==> src/design/gnmc_pkg.sv <==
// ----------------------------------------------------------------------------
// gnmc_pkg
// Shared widths and constants for the grid neighbor mine count block.
// ----------------------------------------------------------------------------
`default_nettype none

package gnmc_pkg;

  localparam int CFG_W       = 6;   // cols_in_use register
  localparam int ROW_W       = 32;  // row_bits on the input stream
  localparam int VALUE_W     = 4;   // cell_value
  localparam int COLUMN_W    = 5;   // column
  localparam int OUT_TDATA_W = 16;  // cell_value and column, padded to bytes
  localparam int QUEUE_DEPTH = 4;   // row jobs waiting for the emitter
  localparam int QPTR_W      = $clog2(QUEUE_DEPTH);
  localparam int QCNT_W      = $clog2(QUEUE_DEPTH + 1);

  localparam logic [CFG_W-1:0]   COLS_RESET = CFG_W'(32);
  localparam logic [VALUE_W-1:0] MINE_VALUE = VALUE_W'(9);

endpackage

`default_nettype wire

==> src/design/gnmc_lane.sv <==
// ----------------------------------------------------------------------------
// gnmc_lane
// One column lane: neighbor count from three 3-bit windows, or the mine code.
// ----------------------------------------------------------------------------
`default_nettype none

module gnmc_lane (
  input  wire logic [2:0]                      above,
  input  wire logic [2:0]                      mid,
  input  wire logic [2:0]                      below,
  output logic      [gnmc_pkg::VALUE_W-1:0]    value
);

  logic [gnmc_pkg::VALUE_W-1:0] count;

  always_comb begin
    count = gnmc_pkg::VALUE_W'(above[0]) + gnmc_pkg::VALUE_W'(above[1])
          + gnmc_pkg::VALUE_W'(above[2]) + gnmc_pkg::VALUE_W'(mid[0])
          + gnmc_pkg::VALUE_W'(mid[2])   + gnmc_pkg::VALUE_W'(below[0])
          + gnmc_pkg::VALUE_W'(below[1]) + gnmc_pkg::VALUE_W'(below[2]);
    value = mid[1] ? gnmc_pkg::MINE_VALUE : count;
  end

endmodule

`default_nettype wire

==> src/design/gnmc_job_queue.sv <==
// ----------------------------------------------------------------------------
// gnmc_job_queue
// Small queue of row jobs; takes up to two jobs per cycle, gives one.
// ----------------------------------------------------------------------------
`default_nettype none

module gnmc_job_queue #(
  parameter int WIDTH = 104
) (
  input  wire logic             clk,
  input  wire logic             rst,
  input  wire logic             push0,
  input  wire logic [WIDTH-1:0] push0_data,
  input  wire logic             push1,
  input  wire logic [WIDTH-1:0] push1_data,
  input  wire logic             pop,
  output logic                  head_valid,
  output logic      [WIDTH-1:0] head_data,
  output logic                  room_for_two
);

  logic [WIDTH-1:0]                entries [gnmc_pkg::QUEUE_DEPTH];
  logic [gnmc_pkg::QPTR_W-1:0]     wr_ptr;
  logic [gnmc_pkg::QPTR_W-1:0]     rd_ptr;
  logic [gnmc_pkg::QCNT_W-1:0]     count;
  logic [gnmc_pkg::QPTR_W-1:0]     wr_ptr_plus1;
  logic [gnmc_pkg::QCNT_W-1:0]     count_next;

  assign wr_ptr_plus1 = wr_ptr + gnmc_pkg::QPTR_W'(1);
  assign head_valid   = (count != '0);
  assign head_data    = entries[rd_ptr];
  assign room_for_two = (count <= gnmc_pkg::QCNT_W'(gnmc_pkg::QUEUE_DEPTH - 2));

  always_comb begin
    count_next = count + gnmc_pkg::QCNT_W'(push0) + gnmc_pkg::QCNT_W'(push1)
               - gnmc_pkg::QCNT_W'(pop);
  end

  always_ff @(posedge clk) begin
    if (push0) begin
      entries[wr_ptr] <= push0_data;
    end
    if (push1) begin
      entries[wr_ptr_plus1] <= push1_data;
    end
  end

  always_ff @(posedge clk) begin
    if (rst) begin
      wr_ptr <= '0;
      rd_ptr <= '0;
      count  <= '0;
    end else begin
      wr_ptr <= wr_ptr + gnmc_pkg::QPTR_W'(push0) + gnmc_pkg::QPTR_W'(push1);
      if (pop) begin
        rd_ptr <= rd_ptr + gnmc_pkg::QPTR_W'(1);
      end
      count <= count_next;
    end
  end

endmodule

`default_nettype wire

==> src/design/gnmc_emitter.sv <==
// ----------------------------------------------------------------------------
// gnmc_emitter
// Lane array computes a whole row of cell values at once; the merge stage
// then walks the columns and drives one result per cycle while m_tready allows.
// ----------------------------------------------------------------------------
`default_nettype none

module gnmc_emitter #(
  parameter int MAX_COLS = 32,
  parameter int COL_W    = 5
) (
  input  wire logic                              clk,
  input  wire logic                              rst,
  input  wire logic                              job_valid,
  input  wire logic [MAX_COLS-1:0]               job_above,
  input  wire logic [MAX_COLS-1:0]               job_mid,
  input  wire logic [MAX_COLS-1:0]               job_below,
  input  wire logic [COL_W-1:0]                  job_last_col,
  input  wire logic                              job_field_end,
  output logic                                   job_pop,
  output logic                                   m_tvalid,
  input  wire logic                              m_tready,
  output logic      [gnmc_pkg::OUT_TDATA_W-1:0]  m_tdata,   // [3:0] cell_value, [8:4] column
  output logic                                   m_tlast,   // end_of_row
  output logic                                   m_tuser    // end_of_field
);

  logic [MAX_COLS+1:0]           pad_above;
  logic [MAX_COLS+1:0]           pad_mid;
  logic [MAX_COLS+1:0]           pad_below;
  logic [gnmc_pkg::VALUE_W-1:0]  lane_value [MAX_COLS];
  logic [gnmc_pkg::VALUE_W-1:0]  vals [MAX_COLS];
  logic                          busy;
  logic [COL_W-1:0]              col;
  logic [COL_W-1:0]              last_col;
  logic                          field_end;
  logic [gnmc_pkg::VALUE_W-1:0]  out_value;
  logic [gnmc_pkg::COLUMN_W-1:0] out_column;
  logic                          out_free;
  logic                          issue;
  logic                          at_last;
  logic                          load;

  // zero columns on both sides stand for cells outside the grid
  assign pad_above = {1'b0, job_above, 1'b0};
  assign pad_mid   = {1'b0, job_mid, 1'b0};
  assign pad_below = {1'b0, job_below, 1'b0};

  for (genvar c = 0; c < MAX_COLS; c++) begin : g_lane
    gnmc_lane u_lane (
      .above (pad_above[c+2:c]),
      .mid   (pad_mid[c+2:c]),
      .below (pad_below[c+2:c]),
      .value (lane_value[c])
    );
  end

  assign out_free = !m_tvalid || m_tready;
  assign issue    = busy && out_free;
  assign at_last  = (col == last_col);
  assign load     = job_valid && (!busy || (issue && at_last));
  assign job_pop  = load;

  assign m_tdata = {(gnmc_pkg::OUT_TDATA_W - gnmc_pkg::VALUE_W - gnmc_pkg::COLUMN_W)'(0),
                    out_column, out_value};

  always_ff @(posedge clk) begin
    if (load) begin
      vals      <= lane_value;
      last_col  <= job_last_col;
      field_end <= job_field_end;
    end
    if (issue) begin
      out_value  <= vals[col];
      out_column <= gnmc_pkg::COLUMN_W'(col);
      m_tlast    <= at_last;
      m_tuser    <= at_last && field_end;
    end
  end

  always_ff @(posedge clk) begin
    if (rst) begin
      busy     <= 1'b0;
      col      <= '0;
      m_tvalid <= 1'b0;
    end else begin
      if (out_free) begin
        m_tvalid <= issue;
      end
      if (load) begin
        busy <= 1'b1;
        col  <= '0;
      end else if (issue && at_last) begin
        busy <= 1'b0;
      end else if (issue) begin
        col <= col + COL_W'(1);
      end
    end
  end

endmodule

`default_nettype wire

==> src/design/grid_neighbor_mine_count.sv <==
// ----------------------------------------------------------------------------
// grid_neighbor_mine_count
// Minesweeper neighbor counts for a mine grid streamed one row per transaction.
// ----------------------------------------------------------------------------
//  channel  | dir | signals                           | contents
//  s_*      | in  | s_tvalid s_tready s_tdata s_tlast | row_bits, last_row
//  m_*      | out | m_tvalid m_tready m_tdata m_tlast | cell_value, column,
//           |     | m_tuser                           | end_of_row, end_of_field
//  cfg_*    | in  | cfg_wr_en cfg_wr_data             | cols_in_use
//
//  one result per cycle while m_tready allows; a row of n columns gives n results,
//  the last row of a field up to 2n (the pending row plus its own)
//  all lanes evaluate a row at once; the serializing output register sets the rate
//  a job queue of four rows decouples input from output; s_tready drops
//  while fewer than two queue slots are free
//  rst is synchronous: clears stored rows, queue, output valid, cols_in_use to 32
// ----------------------------------------------------------------------------
`default_nettype none

module grid_neighbor_mine_count #(
  parameter int MAX_COLS = 32
) (
  input  wire logic                              clk,
  input  wire logic                              rst,
  input  wire logic                              cfg_wr_en,
  input  wire logic [gnmc_pkg::CFG_W-1:0]        cfg_wr_data,  // cols_in_use
  input  wire logic                              s_tvalid,
  output logic                                   s_tready,
  input  wire logic [gnmc_pkg::ROW_W-1:0]        s_tdata,      // [31:0] row_bits
  input  wire logic                              s_tlast,      // last_row
  output logic                                   m_tvalid,
  input  wire logic                              m_tready,
  output logic      [gnmc_pkg::OUT_TDATA_W-1:0]  m_tdata,      // [3:0] cell_value, [8:4] column
  output logic                                   m_tlast,      // end_of_row
  output logic                                   m_tuser       // end_of_field
);

  localparam int COL_W = (MAX_COLS > 1) ? $clog2(MAX_COLS) : 1;
  localparam int JOB_W = 3 * MAX_COLS + COL_W + 1;

  logic [gnmc_pkg::CFG_W-1:0] cols_in_use;
  logic [MAX_COLS-1:0]        row_above;
  logic [MAX_COLS-1:0]        row_middle;
  logic                       middle_valid;

  logic [COL_W-1:0]           last_col;
  logic [MAX_COLS-1:0]        col_mask;
  logic [MAX_COLS-1:0]        cur;
  logic [MAX_COLS-1:0]        above;
  logic [MAX_COLS-1:0]        mid;
  logic                       accept;
  logic [JOB_W-1:0]           job_pending;
  logic [JOB_W-1:0]           job_own;
  logic                       push0;
  logic                       push1;
  logic [JOB_W-1:0]           push0_data;
  logic                       head_valid;
  logic [JOB_W-1:0]           head_data;
  logic                       room_for_two;
  logic                       job_pop;

  // width clamp: zero acts as one column, beyond MAX_COLS as MAX_COLS
  always_comb begin
    priority if (cols_in_use == '0) begin
      last_col = '0;
    end else if (cols_in_use > gnmc_pkg::CFG_W'(MAX_COLS)) begin
      last_col = COL_W'(MAX_COLS - 1);
    end else begin
      last_col = COL_W'(cols_in_use - gnmc_pkg::CFG_W'(1));
    end
    for (int c = 0; c < MAX_COLS; c++) begin
      col_mask[c] = (COL_W'(c) <= last_col);
    end
  end

  assign cur    = s_tdata[MAX_COLS-1:0] & col_mask;
  assign above  = row_above & col_mask;
  assign mid    = row_middle & col_mask;
  assign accept = s_tvalid && s_tready;

  // job layout: field_end, last_col, below, mid, above
  assign job_pending = {1'b0, last_col, cur, mid, above};
  assign job_own     = {1'b1, last_col, MAX_COLS'(0), cur,
                        middle_valid ? mid : MAX_COLS'(0)};

  assign push0      = accept && (middle_valid || s_tlast);
  assign push1      = accept && middle_valid && s_tlast;
  assign push0_data = middle_valid ? job_pending : job_own;
  assign s_tready   = room_for_two;

  always_ff @(posedge clk) begin
    if (rst) begin
      cols_in_use  <= gnmc_pkg::COLS_RESET;
      row_above    <= '0;
      row_middle   <= '0;
      middle_valid <= 1'b0;
    end else begin
      if (cfg_wr_en) begin
        cols_in_use <= cfg_wr_data;
      end
      if (accept) begin
        if (s_tlast) begin
          row_above    <= '0;
          row_middle   <= '0;
          middle_valid <= 1'b0;
        end else begin
          row_above    <= middle_valid ? mid : '0;
          row_middle   <= cur;
          middle_valid <= 1'b1;
        end
      end
    end
  end

  gnmc_job_queue #(
    .WIDTH (JOB_W)
  ) u_queue (
    .clk          (clk),
    .rst          (rst),
    .push0        (push0),
    .push0_data   (push0_data),
    .push1        (push1),
    .push1_data   (job_own),
    .pop          (job_pop),
    .head_valid   (head_valid),
    .head_data    (head_data),
    .room_for_two (room_for_two)
  );

  gnmc_emitter #(
    .MAX_COLS (MAX_COLS),
    .COL_W    (COL_W)
  ) u_emitter (
    .clk           (clk),
    .rst           (rst),
    .job_valid     (head_valid),
    .job_above     (head_data[MAX_COLS-1:0]),
    .job_mid       (head_data[2*MAX_COLS-1:MAX_COLS]),
    .job_below     (head_data[3*MAX_COLS-1:2*MAX_COLS]),
    .job_last_col  (head_data[3*MAX_COLS+COL_W-1:3*MAX_COLS]),
    .job_field_end (head_data[JOB_W-1]),
    .job_pop       (job_pop),
    .m_tvalid      (m_tvalid),
    .m_tready      (m_tready),
    .m_tdata       (m_tdata),
    .m_tlast       (m_tlast),
    .m_tuser       (m_tuser)
  );

endmodule

`default_nettype wire
==> config.mk <==
export PLATFORM = sky130hd
export DESIGN_NAME = grid_neighbor_mine_count
export DESIGN_NICKNAME = d
export VERILOG_FILES = /design/src/design/gnmc_pkg.sv /design/src/design/gnmc_lane.sv /design/src/design/gnmc_job_queue.sv /design/src/design/gnmc_emitter.sv /design/src/design/grid_neighbor_mine_count.sv
export SDC_FILE = /design/constraint.sdc
export NUM_CORES = 1
export LEC_CHECK = 0
export ABC_AREA = 1
export BUFFER_PORTS_ARGS = -buffer_cell sky130_fd_sc_hd__buf_2
export CAP_MARGIN = 20
export CORE_MARGIN = 2
export CORE_UTILIZATION = 60
export CTS_BUF_LIST = sky130_fd_sc_hd__clkbuf_4 sky130_fd_sc_hd__clkbuf_8
export DETAILED_ROUTE_END_ITERATION = 8
export PLACE_DENSITY = 0.78
export SLEW_MARGIN = 25
export SYNTH_ARGS = -nofsm -noshare
export SYNTH_HDL_FRONTEND = slang
export SYNTH_SLANG_ARGS = --single-unit
==> constraint.sdc <==
create_clock -name clk -period 6.8 [get_ports clk]
set_clock_uncertainty 0.05 [all_clocks]
set_input_delay 1.36 -clock clk [delete_from_list [all_inputs] [get_ports clk]]
set_output_delay 1.36 -clock clk [all_outputs]
set_load 0.02 [all_outputs]
# --- After elaboration in Yosys (flattened, before gate mapping) ---
# Memories as Yosys holds them, arrays and structs flattened. A register that Yosys moved wholly into a read port is not among the register bits.
# Index checks and enable logic that the tools add are counted.
totals:
  ramBits: 408
  elab_cells: 352
  ff_bits: 230
  in_bits: 44
  mem_count: 1
mem_list:
  columns: ["memory", "words", "word_bits", "read_ports", "rd_clocked_by_memory_dff", "wr", "line_no", "rtl"]
  rows:
  - ["u_queue.entries", 4, 102, 1, 1, 2, "gnmc_job_queue.sv:22", "logic [WIDTH-1:0] entries [gnmc_pkg::QUEUE_DEPTH];"]
op_classes:
  muxes: 18
  eq_ne: 1
  bitwise: 5
  n_addsub: 226
  magnitude_cmp: 35
  n_reduce_logical: 18
op_table:
  columns: ["op", "n"]
  rows:
  - ["$add A4 B1 Y4", 186]
  - ["$mux W102", 1]
  - ["$and A32 B32 Y32", 3]
  - ["$mux W32", 3]
  - ["$le A5 B5 Y1 const A", 16]
  - ["$add A1 B1 Y2", 31]
  - ["$le A4 B5 Y1 const A", 8]
  - ["$bmux W4 S5", 1]
  - ["$le A3 B5 Y1 const A", 4]
  - ["$le A1 B5 Y1 const A", 2]
  - ["$le A2 B5 Y1 const A", 2]
  - ["$mux W5", 2]
  - ["$logic_and A1 B1 Y1", 8]
  - ["$mux W4", 2]
  - ["$mux W1", 7]
  - ["$add A3 B1 Y3", 2]
  - ["$ge A6 B6 Y1 const B", 1]
  - ["$gt A6 B6 Y1 const B", 1]
  - ["$logic_not A6 Y1", 1]
  - ["$not A5 Y6", 1]
  - ["$add A5 B1 Y5 const B", 1]
  - ["$eq A5 B5 Y1", 1]
  - ["$sub A5 B1 Y5 const B", 1]
  - ["$add A2 B1 Y2", 2]
  - ["11 further kinds", 16]

# --- Depth between registers and ports, before layout ---
# Gate-level depths: netlist of run 1.
logic_depth:
  depth_word: 8
  depth_mapped: 18

# --- By module ---
# Synthesis of run 1 repeated with hierarchy kept, for this count alone.
unflattened:
  cells_unflattened: 5181
  area_unflattened_um2: 40776.6
by_module_without_submodules:
  columns: ["module", "instances", "area_each_um2", "cells_each"]
  rows:
  - ["gnmc_job_queue", 1, 23477.5, 3030]
  - ["gnmc_lane", 32, 205.2, 29]
  - ["gnmc_emitter", 1, 6162.2, 511]
  - ["grid_neighbor_mine_count", 1, 4570.6, 712]

# --- Worst setup path after synthesis of run 1 ---
# Ideal clock, no wire load.
synth_path:
  path_type: "input to register"
  start: "input m_tready"
  end: "register u_queue.count[2] in the netlist's numbering"
  path_stages: 12
  path_slack_ns: 0.814
  setup_time_ns: 0.128
  arrival_time_ns: 5.809
  t_required_ns: 6.622
  path_cell_list: "inv_1 nand2_1 inv_1 o21ai_1 nand2_1 inv_1 ha_1 inv_1 fa_1 fa_1 xor2_1 nor2_1"
synth_between:
  elab_chain_cells: 6
synth_lines:
  columns: ["item", "line_no", "rtl"]
  rows:
  - ["start: declaration", "grid_neighbor_mine_count.sv:32", "input wire logic m_tready,"]
  - ["$logic_or A1 B1 Y1", "gnmc_emitter.sv:58", "assign out_free = !m_tvalid || m_tready;"]
  - ["$logic_and A1 B1 Y1", "gnmc_emitter.sv:59", "assign issue = busy && out_free;"]
  - ["$logic_and A1 B1 Y1", "gnmc_emitter.sv:61", "assign load = job_valid && (!busy || (issue && at_last));"]
  - ["$logic_or A1 B1 Y1", "gnmc_emitter.sv:61", null]
  - ["$logic_and A1 B1 Y1", "gnmc_emitter.sv:61", null]
  - ["named net job_pop", "grid_neighbor_mine_count.sv:60", "logic job_pop;"]
  - ["$sub A3 B1 Y3", "gnmc_job_queue.sv:36", "- gnmc_pkg::QCNT_W'(pop);"]
  - ["end signal: assignment", "gnmc_job_queue.sv:58", "count <= count_next;"]
  - ["end: declaration", "gnmc_job_queue.sv:25", "logic [gnmc_pkg::QCNT_W-1:0] count;"]
# The timed path passes the listed nets, and every way through them passes these cells.
# A chain may end at the register's enable or synchronous reset.

==> impl_results.md, run 1 <==
- Total track usage: 32.0%
- Wirelength per Cell: 20.4 um
- P_leak: 14.9 nW
- Antenna violations before repair: 0
- Post-synth top area cell: edfxtp_1
- Area of the multi-input gates: 0.0149 mm^2
- WL final: 94.5 mm
- Bufs on Longest Clock Path: 3
- First-pass GRT wire length: 147 mm
- GPL Wtd Cong: 0.868
- Fin nets: 4046
- Worst slew pin tran: 1080 ps
- # Post-CTS Setup Buffers: 0
- Register cell area after layout: 0.0170 mm^2
- Final Hold Viols: 0
- Post-synthesis mux area share: 0%
- #FFs+latches synth: 640
- Worst setup slack after layout: 1640 ps
- DRT iter0 DRCs: 3325
- Simple-gate portion of the synthesized area: 18.6%
- Main combinational cell family by area after synthesis: simple AND/OR/NAND/NOR gates
- Slew Viols, Final: 0
- Slew HR: 27.9%
- Crit Path Class: flip-flop to flip-flop
- # diodes: 0
- Crit path largest cell delay: 810 ps
- Compound-gate portion of the synthesized area: 12.7%
- Hold WC Path Type: flip-flop to flip-flop
- Synth Instances: 3781
- Post-CTS sizing: 0
- Synth cell count leaders: nand2_1, edfxtp_1, inv_1, nor2_1, o21ai_0
- Post-Synth XOR/XNOR Area: 0.920%
- Routed Antenna Nets: 0
- Area growth syn-to-layout: 9.09%
- PortBufs: 56
- Pwr Total: 23.3 mW
- # fillers: 4456
- Most common flop cell mapped by yosys: edfxtp_1
- Most frequent cell after synthesis: nand2_1
- Worst Setup Start Kind: flip-flop
- Area share of fa/ha/maj cells after synthesis: 11.0%
- Synth warn: 0
- Row count: 87
- Pin count of the biggest net entering global routing: 117
- Syn Std Cell Area: 0.0343 mm^2
- RSZ-0062 raised after global routing: false
- Critical path buffer and inverter count: 5
- Maxcap violations: 0
- Ports: 64
- Die area: 0.0590 mm^2
- Clock tree sinks: 640
- Die X-Extent: 243 um
- CTS buffer count: 104
- Via density per instance: 5.96
- Hold bufs inserted after CTS: 0
- CTS clk-pin slew, worst paths: 60 ps
- Clock Root Buffer: clkbuf_8
- CP max stage cell: a32oi_1
- Post-detail-place hpwl: 59.8 mm
- CTS tree: done
- Vias in the first global route: 26600
- CP required: 7280 ps
- Top-area cell type share of the netlist area: 36.9%
- Drt pass-1 iters: 6
- Dpl cells: 4427
- Cell variety after synth: 45
- Layout cells sized above 1: 11.0%
- Post-synth ARST share: 0%
- Post-synth EDFFs: 421
- CP delay by family, top: adder cells
- Worst reg2reg setup slack: 1640 ps
- F_max: 0.194 GHz
- Critical Path, Cell by Cell: inv_4, buf_12, nand2_1, a32oi_1, inv_1, fa_1, inv_1, fa_1, fa_1, inv_1, fa_1, nor2_1
- Hold slack: 400 ps
- Pwr Density: 624 mW/mm^2
- Status: completed
- Initial core utilization: 60.8%
- CP max FO: 62
- Syn Area/Cell: 9.06 um^2
- Endpoints failing setup: 0
- H-Tree Depth: 3
- Final std cells w/o fill: 4625
- Clk_lat worst skew: 730 ps
- Crit path time final: 5160 ps
- Worst setup EP type: flip-flop
- Vias: 27600
- Post-synthesis sequential area ratio: 49.7%
- Period utilisation layout: 75.9%
- Max IR drop VDD: 0.000371 V
- Die H: 243 um
- Core area: 0.0564 mm^2
- Synth area leaders: edfxtp_1, dfxtp_1, nand2_1, fa_1, inv_1
- Most frequent CP cell: fa_1
- CP Data Arrival Time: 5640 ps
- DRC viols: 0
- GR Overflow Total: 0
- Setup TNS: 0 ps
- Pre-CTS WS: 1640 ps
==> layout by cell type (no fill, tap or decap), types with 6 or more instances in the layout <==
master and count:
fa_1 127, nand4_1 38, clkbuf_4 28, nor2_8 6, nor2_1 264, dfxtp_1 216
nand2_4 8, ha_1 98, o21ai_2 7, xor2_1 31, o21ai_1 35, inv_1 376
o22ai_1 147, edfxtp_1 421, o211ai_1 15, nor2_2 12, or2_2 23, buf_4 35
nand3_2 8, o221ai_1 10, nand3_1 71, inv_2 31, buf_2 56, clkinv_1 10
o21ai_0 247, nor2_4 18, clkbuf_8 122, bufinv_16 8, a21oi_1 184, conb_1 7
nand2_2 13, nand2_1 1046, clkinv_2 21, a32oi_1 82
==> worst register-to-register path: cells and delay by family, from the launching register on <==
| kind | cells | cell delay, ps |
|---|---|---|
| compound gates | 1 | 810 |
| fa+ha+maj | 4 | 1920 |
| buf+inv | 5 | 1390 |
| flops | 1 | 540 |
| simple gates | 2 | 260 |
==> where the power goes <==
group | internal [mW] | total, mW | switching, mW | leakage (nW)
registers | 5.84 | 6.18 | 0.342 | 5.61
logic | 5.00 | 13.4 | 8.41 | 8.00
clock network | 2.11 | 3.73 | 1.62 | 1.24
total | 12.9 | 23.3 | 10.4 | 14.9
==> logic make-up after synthesis <==
family	count (synthesis)
flops	640
simple gates	1518
compound gates	738
fa+ha+maj	225
other cells	1
buf+inv	623
xor+xnor	36
==> cell type report <==
cell class / count / share of cell area, %
Inverter: 411 / 4.15
Clock buffer: 150 / 5.05
Multi-Input combinational cell: 2524 / 39.7
Tap cell: 756 / 2.53
Clock inverter: 48 / 1.24
Sequential cell: 640 / 45.6
Timing Repair Buffer: 96 / 1.72
==> metal layers <==
metal  part of all wire, %  track usage, %  vias up
met3                    13            8.20      265
met2                    44            48.2     1672
met5                     0               0        -
met4                   3.3            12.6        0
met1                    39            44.4    13000
li1                      -               -    12700
==> stage by stage <==
stage	instance area (um^2)	utilization [%]
after floorplan	34300	-
after global placement	35000	62.1
after detailed placement	35000	62.1
after CTS	37400	66.3
after global routing	37400	66.3
final	37400	66.3
==> final timing paths <==
kind                                             from                             endpoint  cells past startpoint
setup / recovery                            flip-flop    u_emitter.vals[105]$_SDFFCE_PP0P_                     12
hold / removal    u_queue.entries[2][81]$_SDFFE_PP0P_  u_queue.entries[2][81]$_SDFFE_PP0P_                      2
hold reg to reg   u_queue.entries[2][81]$_SDFFE_PP0P_  u_queue.entries[2][81]$_SDFFE_PP0P_                      2
setup reg to reg                            flip-flop    u_emitter.vals[105]$_SDFFCE_PP0P_                     12
==> registers in the layout, summed over array words and instances, names as in the netlist, 3 cells and up, named ones only <==
name,flops
u_queue.entries,408
u_emitter.col,5
u_emitter.vals,128
row_middle,32
u_emitter.last_col,5
u_emitter.out_value,4
u_emitter.out_column,5
u_queue.count,3
cols_in_use,6
row_above,32
(Power assumes the default switching activity.)
==> run 2: changes to the inputs <==
- clock period: 6.8 -> 4.85 ns (I/O delays scaled with it)
==> run 2 against run 1 <==
  * Global-route usage rose by 0.79 points
  * Worst hold slack improved by 2.6 ps
  * Clock power rose by 29%
  * Wire length rose by 2.4%
  * Clock-buffer cell count rose by 4
  * First-iteration DRC count rose by 16%
  * Sequential share of layout area fell by 0.22 points
  * Via count rose by 1.1%
  * Sequential cell count did not move
  * Critical endpoint is now u_emitter.vals[34]$_SDFFCE_PP0P_
  * Largest cell class unchanged
  * Largest power group unchanged
==> impl_results.md, run 2 (synthesis results as in run 1) <==
- Critical Path, Cell by Cell: inv_4, buf_12, buf_4, nand2_1, a32oi_1, inv_1, fa_1, fa_1, inv_1, fa_1, fa_1, xnor2_1, nor2_1
- Antenna violations before repair: 2 (+2)
- DRT iter0 DRCs: 3846 (+16%)
- Status: completed
- Top reg by flops: u_queue.entries
- # Post-CTS Setup Buffers: 0 (unchanged)
- Crit Path Class: flip-flop to flip-flop
- First-pass GRT wire length: 149 mm (+1.6%)
- Period utilisation layout: 91.1% (+15 points)
- Slew HR: 32.7% (+4.8 points)
- Die area: 0.0590 mm^2 (unchanged)
- Vias: 27900 (+1.1%)
- Reg2reg path depth: 13 (+1)
- P_leak: 15.0 nW (+0.80%)
- CP delay by family, top: adder cells
- Initial core utilization: 60.8% (unchanged)
- Commonest non-fill, non-tap cell in the layout: nand2_1
- Via density per instance: 5.98 (+0.28%)
- RSZ-0062 raised after global routing: false
- Hold_sp: u_queue.entries[1][86]$_SDFFE_PP0P_
- Post-detail-place hpwl: 61.3 mm (+2.5%)
- Reg2reg end: u_emitter.vals[34]$_SDFFCE_PP0P_
- Clock Root Buffer: clkbuf_8
- PortBufs: 56 (unchanged)
- Routed Antenna Nets: 0 (unchanged)
- Clk_lat worst skew: 730 ps (about the same)
- CTS clk-pin slew, worst paths: 60 ps (about the same)
- CP max stage cell: fa_1
- H-Tree Depth: 3 (unchanged)
- Area growth syn-to-layout: 9.63%
- Maxcap violations: 0 (unchanged)
- Setup TNS: 0 ps (unchanged)
- Total track usage: 32.7% (+0.79 points)
- GR Overflow Total: 0 (unchanged)
- DRC viols: 0 (unchanged)
- Worst Setup Start Kind: flip-flop
- CP max FO: 38 (-39%)
- F_max: 0.226 GHz (+17%)
- Worst reg2reg setup slack: 430 ps (-1210 ps)
- Die H: 243 um (unchanged)
- Min-Delay Path Depth: 2 (unchanged)
- Hold EP: u_queue.entries[1][86]$_SDFFE_PP0P_
- Post-CTS sizing: 0 (unchanged)
- CP required: 5250 ps (-2030 ps)
- Worst setup slack after layout: 433 ps (-1210 ps)
- Row count: 87 (unchanged)
- Biggest regs: u_queue.entries: 408 flops, u_emitter.vals: 128 flops
- Final Util: 66.6% (+0.33 points)
- GPL Wtd Cong: 0.864 (-0.46%)
- CP Data Arrival Time: 4820 ps (-820 ps)
- Wirelength per Cell: 20.7 um (+1.6%)
- Final Hold Viols: 0 (unchanged)
- Ports: 64 (unchanged)
- Endpoints failing setup: 0 (unchanged)
- Hold WC Path Type: flip-flop to flip-flop
- Bufs on Longest Clock Path: 3 (unchanged)
- Pwr Density: 869 mW/mm^2 (+39%)
- Die X-Extent: 243 um (unchanged)
- Drt pass-1 iters: 7 (+1)
- # fillers: 4486 (+0.67%)
- Critical path buffer and inverter count: 5 (unchanged)
- Pre-CTS WS: 528 ps (-1120 ps)
- Most frequent cells in the layout: nand2_1, edfxtp_1, inv_1, nor2_1, o21ai_0
- Max IR drop VDD: 0.000592 V (+60%)
- Layout cells sized above 1: 11.8% (+0.82 points)
- Slew Viols, Final: 0 (unchanged)
- Vias in the first global route: 26300 (-1.1%)
- Number of flip-flops under the largest register name: 408 (unchanged)
- Crit path time final: 4420 ps (-744 ps)
- Worst setup EP type: flip-flop
- Hold bufs inserted after CTS: 0 (unchanged)
- CTS tree: done
- Most frequent CP cell: fa_1
- Hold slack: 402 ps (+2.55 ps)
- WL final: 96.7 mm (+2.4%)
- Crit path largest cell delay: 530 ps (-280 ps)
- Fin nets: 4086 (+0.99%)
- Clock tree sinks: 640 (unchanged)
- CTS buffer count: 103 (-0.96%)
- Core area: 0.0564 mm^2 (unchanged)
- Worst slew pin tran: 1010 ps (-72.8 ps)
- Pin count of the biggest net entering global routing: 150 (+28%)
[run 2: worst register-to-register path: cells and delay by family (launching register included)]
family	cells	cell delay (ps)
adder cells (fa/ha/maj)	4	1830
buffers and inverters	5	1060
AO/OA/AOI/OAI	1	500
flip-flops	1	370
XOR/XNOR	1	180
AND/OR/NAND/NOR	2	160
[run 2: metal layers]
layer,share of wire (%),global-route usage [%],routed length [um],up-vias
met2,43,48.3,41200,1911
met5,0.018,0,17,-
met3,15,9.02,14300,304
met1,39,46.0,37600,12900
met4,3.7,13.3,3600,2
li1,-,-,-,12700
[run 2: cell type report]
cell class / instances / area (um^2) / share of cell area, %
clock inverters: 39 / 256 / 0.683
clock buffers: 154 / 1870 / 4.98
multi-input cells: 2524 / 14900 / 39.6
inverters: 411 / 1550 / 4.14
repair buffers: 137 / 1040 / 2.76
flip-flops and latches: 640 / 17000 / 45.4
well taps: 756 / 946 / 2.52
diodes: 1 / 2.50 / 0.00666
[run 2: report_power, final]
part / total, mW / internal, mW / switching, mW / leakage [nW]
Sequential: 8.62 / 8.19 / 0.435 / 5.61
Combinational: 19.2 / 7.32 / 11.9 / 8.22
Clock: 4.82 / 2.58 / 2.23 / 1.14
Total: 32.7 / 18.1 / 14.6 / 15.0
[run 2: worst max path at each step]
stage	start	slack, ps	endpoint	depth (start not counted)
after floorplan	m_tready	5	u_queue.count[1]$_SDFF_PP0_	12
after global placement	flip-flop	660	u_emitter.vals[85]$_SDFFCE_PP0P_	12
after detailed placement	flip-flop	530	u_emitter.vals[34]$_SDFFCE_PP0P_	13
after CTS	flip-flop	490	u_emitter.vals[34]$_SDFFCE_PP0P_	13
after global routing	flip-flop	240	u_emitter.vals[34]$_SDFFCE_PP0P_	13
final	flip-flop	430	u_emitter.vals[34]$_SDFFCE_PP0P_	13
[run 2: metrics by stage]
stage | instance area (um^2) | cells | total power [mW]
after floorplan | 34300 | 3787 | 22.4
after global routing | 37600 | 4662 | 35.9
after global placement | 35400 | 4468 | 26.5
after CTS | 37600 | 4661 | 32.5
after detailed placement | 35400 | 4468 | 27.6
final | 37600 | 4662 | 32.7
